### src/design/mpcb_pkg.sv
// Package: kinds, status codes, widths and defaults for the capture buffer.
`default_nettype none
package mpcb_pkg;
   localparam int GROUPS_DEF = 2;
   localparam int CPG_DEF = 16;
   localparam int FIFO_DEPTH_DEF = 16;
   localparam int MAX_CH = 32;
   localparam int CHW = 5;
   localparam int PERW = 16;
   localparam int DATAW = 32;

   typedef enum logic [2:0] {
      KIND_TICK = 3'd0, KIND_ALLOC = 3'd1, KIND_START = 3'd2,
      KIND_READ = 3'd3, KIND_QUERY = 3'd4, KIND_RECONF = 3'd5,
      KIND_NONE6 = 3'd6, KIND_NONE7 = 3'd7
   } kind_type;

   localparam logic [1:0] ST_OK = 2'd0;
   localparam logic [1:0] ST_EMPTY = 2'd1;
   localparam logic [1:0] ST_NOCH = 2'd2;
   localparam logic [1:0] ST_FULL = 2'd3;

   localparam logic [1:0] CS_IDLE = 2'd0;
   localparam logic [1:0] CS_CACHING = 2'd1;
   localparam logic [1:0] CS_HOLDING = 2'd2;

   typedef struct packed {
      kind_type          kind;
      logic [CHW-1:0]    channel;
      logic [PERW-1:0]   period;
      logic [DATAW-1:0]  sample;
   } item_type;
endpackage
`default_nettype wire

### src/design/mpcb_queue.sv
// Two-entry queue between the front and the back part.
`default_nettype none
module mpcb_queue
   import mpcb_pkg::*;
(
   input  wire logic     clock,
   input  wire logic     reset,
   input  wire logic     in_valid,
   output logic          in_ready,
   input  wire item_type in_item,
   output logic          out_valid,
   input  wire logic     out_ready,
   output item_type      out_item
);
   item_type  slot_ff [2];
   logic      wptr_ff, wptr_in, rptr_ff, rptr_in;
   logic [1:0] cnt_ff, cnt_in;
   logic      push, pop;

   assign in_ready  = (cnt_ff != 2'd2);
   assign out_valid = (cnt_ff != 2'd0);
   assign out_item  = slot_ff[rptr_ff];
   assign push      = in_valid && in_ready;
   assign pop       = out_valid && out_ready;

   always_comb begin
      wptr_in = push ? ~wptr_ff : wptr_ff;
      rptr_in = pop ? ~rptr_ff : rptr_ff;
      cnt_in  = cnt_ff + {1'b0, push} - {1'b0, pop};
   end

   always_ff @(posedge clock) begin
      if (reset) begin
         wptr_ff <= 1'b0;
         rptr_ff <= 1'b0;
         cnt_ff  <= 2'd0;
      end else begin
         wptr_ff <= wptr_in;
         rptr_ff <= rptr_in;
         cnt_ff  <= cnt_in;
      end
      if (push) begin
         slot_ff[wptr_ff] <= in_item;
      end
   end

   assert property (@(posedge clock) disable iff (reset) cnt_ff != 2'd3)
      else $error("queue count out of range");
   assert property (@(posedge clock) disable iff (reset)
      (cnt_ff == 2'd2 && !pop) |=> cnt_ff == 2'd2)
      else $error("full queue lost an entry");
   assert property (@(posedge clock) disable iff (reset)
      (cnt_ff == 2'd0) |-> !out_valid)
      else $error("empty queue shows valid");
endmodule
`default_nettype wire

### config.mk
export PLATFORM = sky130hd
export DESIGN_NAME = mpcb_queue
export DESIGN_NICKNAME = d
export VERILOG_FILES = /design/src/design/mpcb_pkg.sv /design/src/design/mpcb_queue.sv
export SDC_FILE = /design/constraint.sdc
export NUM_CORES = 1
export LEC_CHECK = 0
export ABC_AREA = 1
export BUFFER_PORTS_ARGS = -buffer_cell sky130_fd_sc_hd__buf_2
export CORE_ASPECT_RATIO = 0.5
export CORE_UTILIZATION = 44
export DETAILED_ROUTE_END_ITERATION = 16
export PLACE_DENSITY_LB_ADDON = 0.2
export SLEW_MARGIN = 0
export SYNTH_ARGS = -nofsm -noshare
export SYNTH_HDL_FRONTEND = slang
export SYNTH_SLANG_ARGS = --single-unit
### constraint.sdc
create_clock -name clock -period 3.4 [get_ports clock]
set_clock_uncertainty 0.15 [all_clocks]
set_input_delay 0.68 -clock clock [delete_from_list [all_inputs] [get_ports clock]]
set_output_delay 0.68 -clock clock [all_outputs]
set_load 0.01 [all_outputs]
# [After elaboration in Yosys (flattened, before gate mapping)]
# Memories as Yosys holds them, arrays and structs flattened. A register that Yosys moved wholly into a read port is not among the register bits.
# Cells that the tools add are included.
[word_totals] out_inout_bits=58 mem_count=1 ram_bits=112 reg_bits=4
[mem_list] name="slot_ff" words=2 width=56 read_ports=1 rd_clocked_by_memory_dff=1 write_ports=1 line="mpcb_queue.sv:15" text="item_type slot_ff [2];"
[classes] bitwise_logic=2 reduce_logical=3 add_sub_neg=2 n_eq_ne=1 mux=4
[op_table] operator="2-to-1 mux 1 bit" count=4
[op_table] operator="adder 2 x 1 -> 2 bit" count=1
[op_table] operator="logical AND 1 bit" count=2
[op_table] operator="!= test 2 bit, second input constant" count=1
[op_table] operator="inverter 1 bit" count=2
[op_table] operator="nonzero test 2 bit" count=1
[op_table] operator="subtractor 2 x 1 -> 2 bit" count=1

# [Longest topological paths before layout]
[logic_depth] depth_word=4 ltp_mapped=11 depth_no_buf=11

# [Worst setup path after synthesis]
# No wires, ideal clock.
[synth_path] kind="input port to flip-flop" from="input port in_valid" to="memory slot_ff[0][0] (netlist bit) (enable)" arrival_time_ns=3.098 cell_stages=2 n_path_buf=0 setup_slack_ns=-0.317 cell_sequence="nand2_1 nor2_1"
[synth_between] elab_chain_len=3
[synth_rtl] element="start, declared" line="mpcb_queue.sv:8" text="input wire logic in_valid,"
[synth_rtl] element="logical AND 1 bit" line="mpcb_queue.sv:23" text="assign push = in_valid && in_ready;"
[synth_rtl] element="2-to-1 mux 1 bit" line="mpcb_queue.sv:42" text="if (push) begin"
[synth_rtl] element="2-to-1 mux 1 bit (not written as such)" line="mpcb_queue.sv:43" text="slot_ff[wptr_ff] <= in_item;"
[synth_rtl] element="end, declared" line="mpcb_queue.sv:15"
# No other way between the ends.

==> results.yml <==
setup_path:
  crit_chain: "buf_12 > mux2_2 > buf_2"
  critPathTopFamily: "flip-flops"
  worstPathRequired_ns: 2.57
  worstPathArrival_ns: 1.85
  cp_slowest_cell: "dfxtp_4"
  crit_type: "flip-flop to output pin"
  crit_path_start_kind: "flip-flop"
  slowest_delay_ns: 0.65
  path_buf_inv: 2
  endpoint_kind: "output pin"
  crit_path_max_fanout: 30
cts:
  root_buffer: "clkbuf_16"
  htree_levels: 4
  ctsResizeCount: 0
  post_cts_buffers: 0
  path_clk_slew_ns: 0.05
  cts.sinks: 117
  insertion_delay_ns: 0.40
  ctsHoldBuffers: 0
  cts_buffer_depth: 2
  cts_buffers: 17
  cts_tree: "built"
timing:
  maxSlewHeadroom: 0.494
  tns_ns: 0
  final_max_slew_viol_count: 0
  hold_viol: 0
  rsz0062_at_grt: "no"
  setup_viol: 0
  worst_pin_slew_ns: 0.757
  post-route-period-util: 0.789
  layout_min_cycle_time_ns: 2.68
  clock.fmax_mhz: 373
final_layout:
  diodes: 0
  syn2layout_area_growth_pct: 29.6
  layout.nets: 408
  drive_gt1_frac: 0.577
  stdcell_count: 494
power_and_ir_drop:
  clkPwrFrac: 0.359
  swShare: 0.253
  switchingPower_mw: 1.15
  leakagePower_nw: 2.29
  powerDensity_nw_per_um2: 789
  seqPwrFrac: 0.425
  vdd_ir_drop_max_mv: 0.468
  power.internal_mw: 3.40
  pwr-share-comb: 0.216
drt:
  wl_per_cell_um: 15.0
  drt_iter0_drc: 80
  ant_nets: 0
  drtPass1Iterations: 4
  drt-total-wl_um: 7410
  vias: 2258
  drc: 0
  vias_per_cell: 4.57
synth:
  yosysMostFrequentCell: "edfxtp_1"
  synth_flop_cell: "edfxtp_1"
  synthDominantAreaCellType: "edfxtp_1"
  yosysWarningCount: 0
  ys_seq_area_frac: 0.778
  post-synth-top-area-fraction: 0.756
  synth_nets: 273
  synthDistinctLibCells: 12
  async_flop_share: 0
  synth_common_cells: "edfxtp_1, mux2_4, mux2_2"
  synth_area_um2: 4450
  avgSynthCellArea_um2: 21.1
  synth-seq-cells: 117
  netlist_instances: 211
  synth_area_leaders: "edfxtp_1, mux2_4, mux2_2"
  synth_edf_count: 112
place:
  dp_hpwl_um: 4910
  port_buffers: 117
  place_congestion: 0.624
  placed_cells: 462
grt:
  antenna_found_initial: 0
  grt_pass1_wl_um: 11400
  globalRouteOverflowTotal: 0
  grt_max_degree: 31
  grt_pass1_vias: 2424
  grtUsageTotal: 0.152
floorplan:
  core_area_um2: 9630
  die_area_um2: 10500
  die_x_um: 144
  io_pins: 118
  dieHeight_um: 73.1
  fp-row-count: 25
  floorplan.initialDensity: 0.462
run:
  drv_cap: 0
hold_path:
  hold_class: "input pin to flip-flop"
status:
  status: "finished, final reports clean"
==> stage by stage <==
stage	area (µm²)	power (mW)	utilization	worst slack [ns]	hold WS [ns]
CTS	5760	4.61	0.598	0.652	0.294
global placement	5220	2.92	0.541	1.10	0.339
global route	5760	4.77	0.598	0.602	0.297
finish	5760	4.55	0.598	0.718	0.310
detailed placement	5220	2.97	0.541	1.08	0.349
floorplan	4450	2.61	-	0.617	0.317
==> layer usage <==
metal,track usage,part of all wire
met5,0,0
met4,0.0737,0.0092
met2,0.274,0.54
met1,0.158,0.40
met3,0.0604,0.053
==> flip-flops by register name, indices dropped and copies added, names as in the netlist, named ones only <==
register,flops
slot_ff,112
rptr_ff,1
cnt_ff,2
wptr_ff,1
==> cell families (layout without fill, tap and decap cells) <==
logic type      Yosys count  count (layout)  share of synthesized area
flops                   117             117                      0.778
mux                      56              56                      0.175
simple gates             20              20                     0.0177
fa+ha+maj                 2               2                    0.00562
compound gates            2               2                    0.00225
buf+inv                  14             162                     0.0205
==> placed cells by master (no fill, tap or decap) <==
| cell | netlist | layout |
|---|---|---|
| dfxtp_4 | 0 | 1 |
| buf_2 | 1 | 117 |
| mux2_4 | 40 | 40 |
| clkbuf_16 | 0 | 17 |
| clkinv_2 | 0 | 5 |
| nand2_1 | 8 | 8 |
| nor2_1 | 9 | 8 |
| inv_2 | 0 | 1 |
| clkinv_1 | 0 | 4 |
| bufinv_16 | 0 | 2 |
| nand3_1 | 3 | 3 |
| clkinvlp_4 | 0 | 2 |
| clkbuf_1 | 0 | 2 |
| mux2_2 | 16 | 16 |
| dfxtp_1 | 5 | 4 |
| a21oi_1 | 2 | 2 |
| buf_4 | 0 | 3 |
| buf_12 | 0 | 2 |
| inv_1 | 8 | 7 |
| edfxtp_1 | 112 | 112 |
| nor2_4 | 0 | 1 |
| ha_1 | 2 | 2 |
==> worst paths after layout <==
kind                            startpoint            end  slack [ns]  cells past startpoint
worst max register to register   cnt_ff[0]  slot_ff[0][7]        1.37                      5
worst min register to register     rptr_ff        rptr_ff        0.36                      2
worst max-delay path             flip-flop    out_item[8]        0.72                      3
worst min-delay path                 reset      cnt_ff[0]        0.31                      2
==> worst register-to-register path, cell delays in order (launching register included) <==
cell	delay, ns
dfxtp_1	0.35
inv_1	0.06
nand2_1	0.12
nand2_1	0.13
nor2_4	0.59
buf_4	0.32
==> power by group through the flow <==
| stage | Combinational, mW | Clock (mW) | Sequential [mW] |
|---|---|---|---|
| floorplan | 0.708 | 0 | 1.90 |
| global placement | 0.971 | 0 | 1.95 |
| detailed placement | 1.00 | 0 | 1.97 |
| CTS | 1.00 | 1.67 | 1.94 |
| global route | 1.07 | 1.74 | 1.95 |
| finish | 0.982 | 1.64 | 1.93 |
==> cell type report <==
| type | instances | area [µm²] |
|---|---|---|
| fill | 782 | 3870 |
| multi-input combinational | 80 | 902 |
| clock buffer | 19 | 433 |
| inverter | 8 | 30.0 |
| sequential | 117 | 3470 |
| clock inverter | 13 | 115 |
| timing repair buffer | 122 | 648 |
| tap | 135 | 169 |
Power figures use the tool's default switching activity.
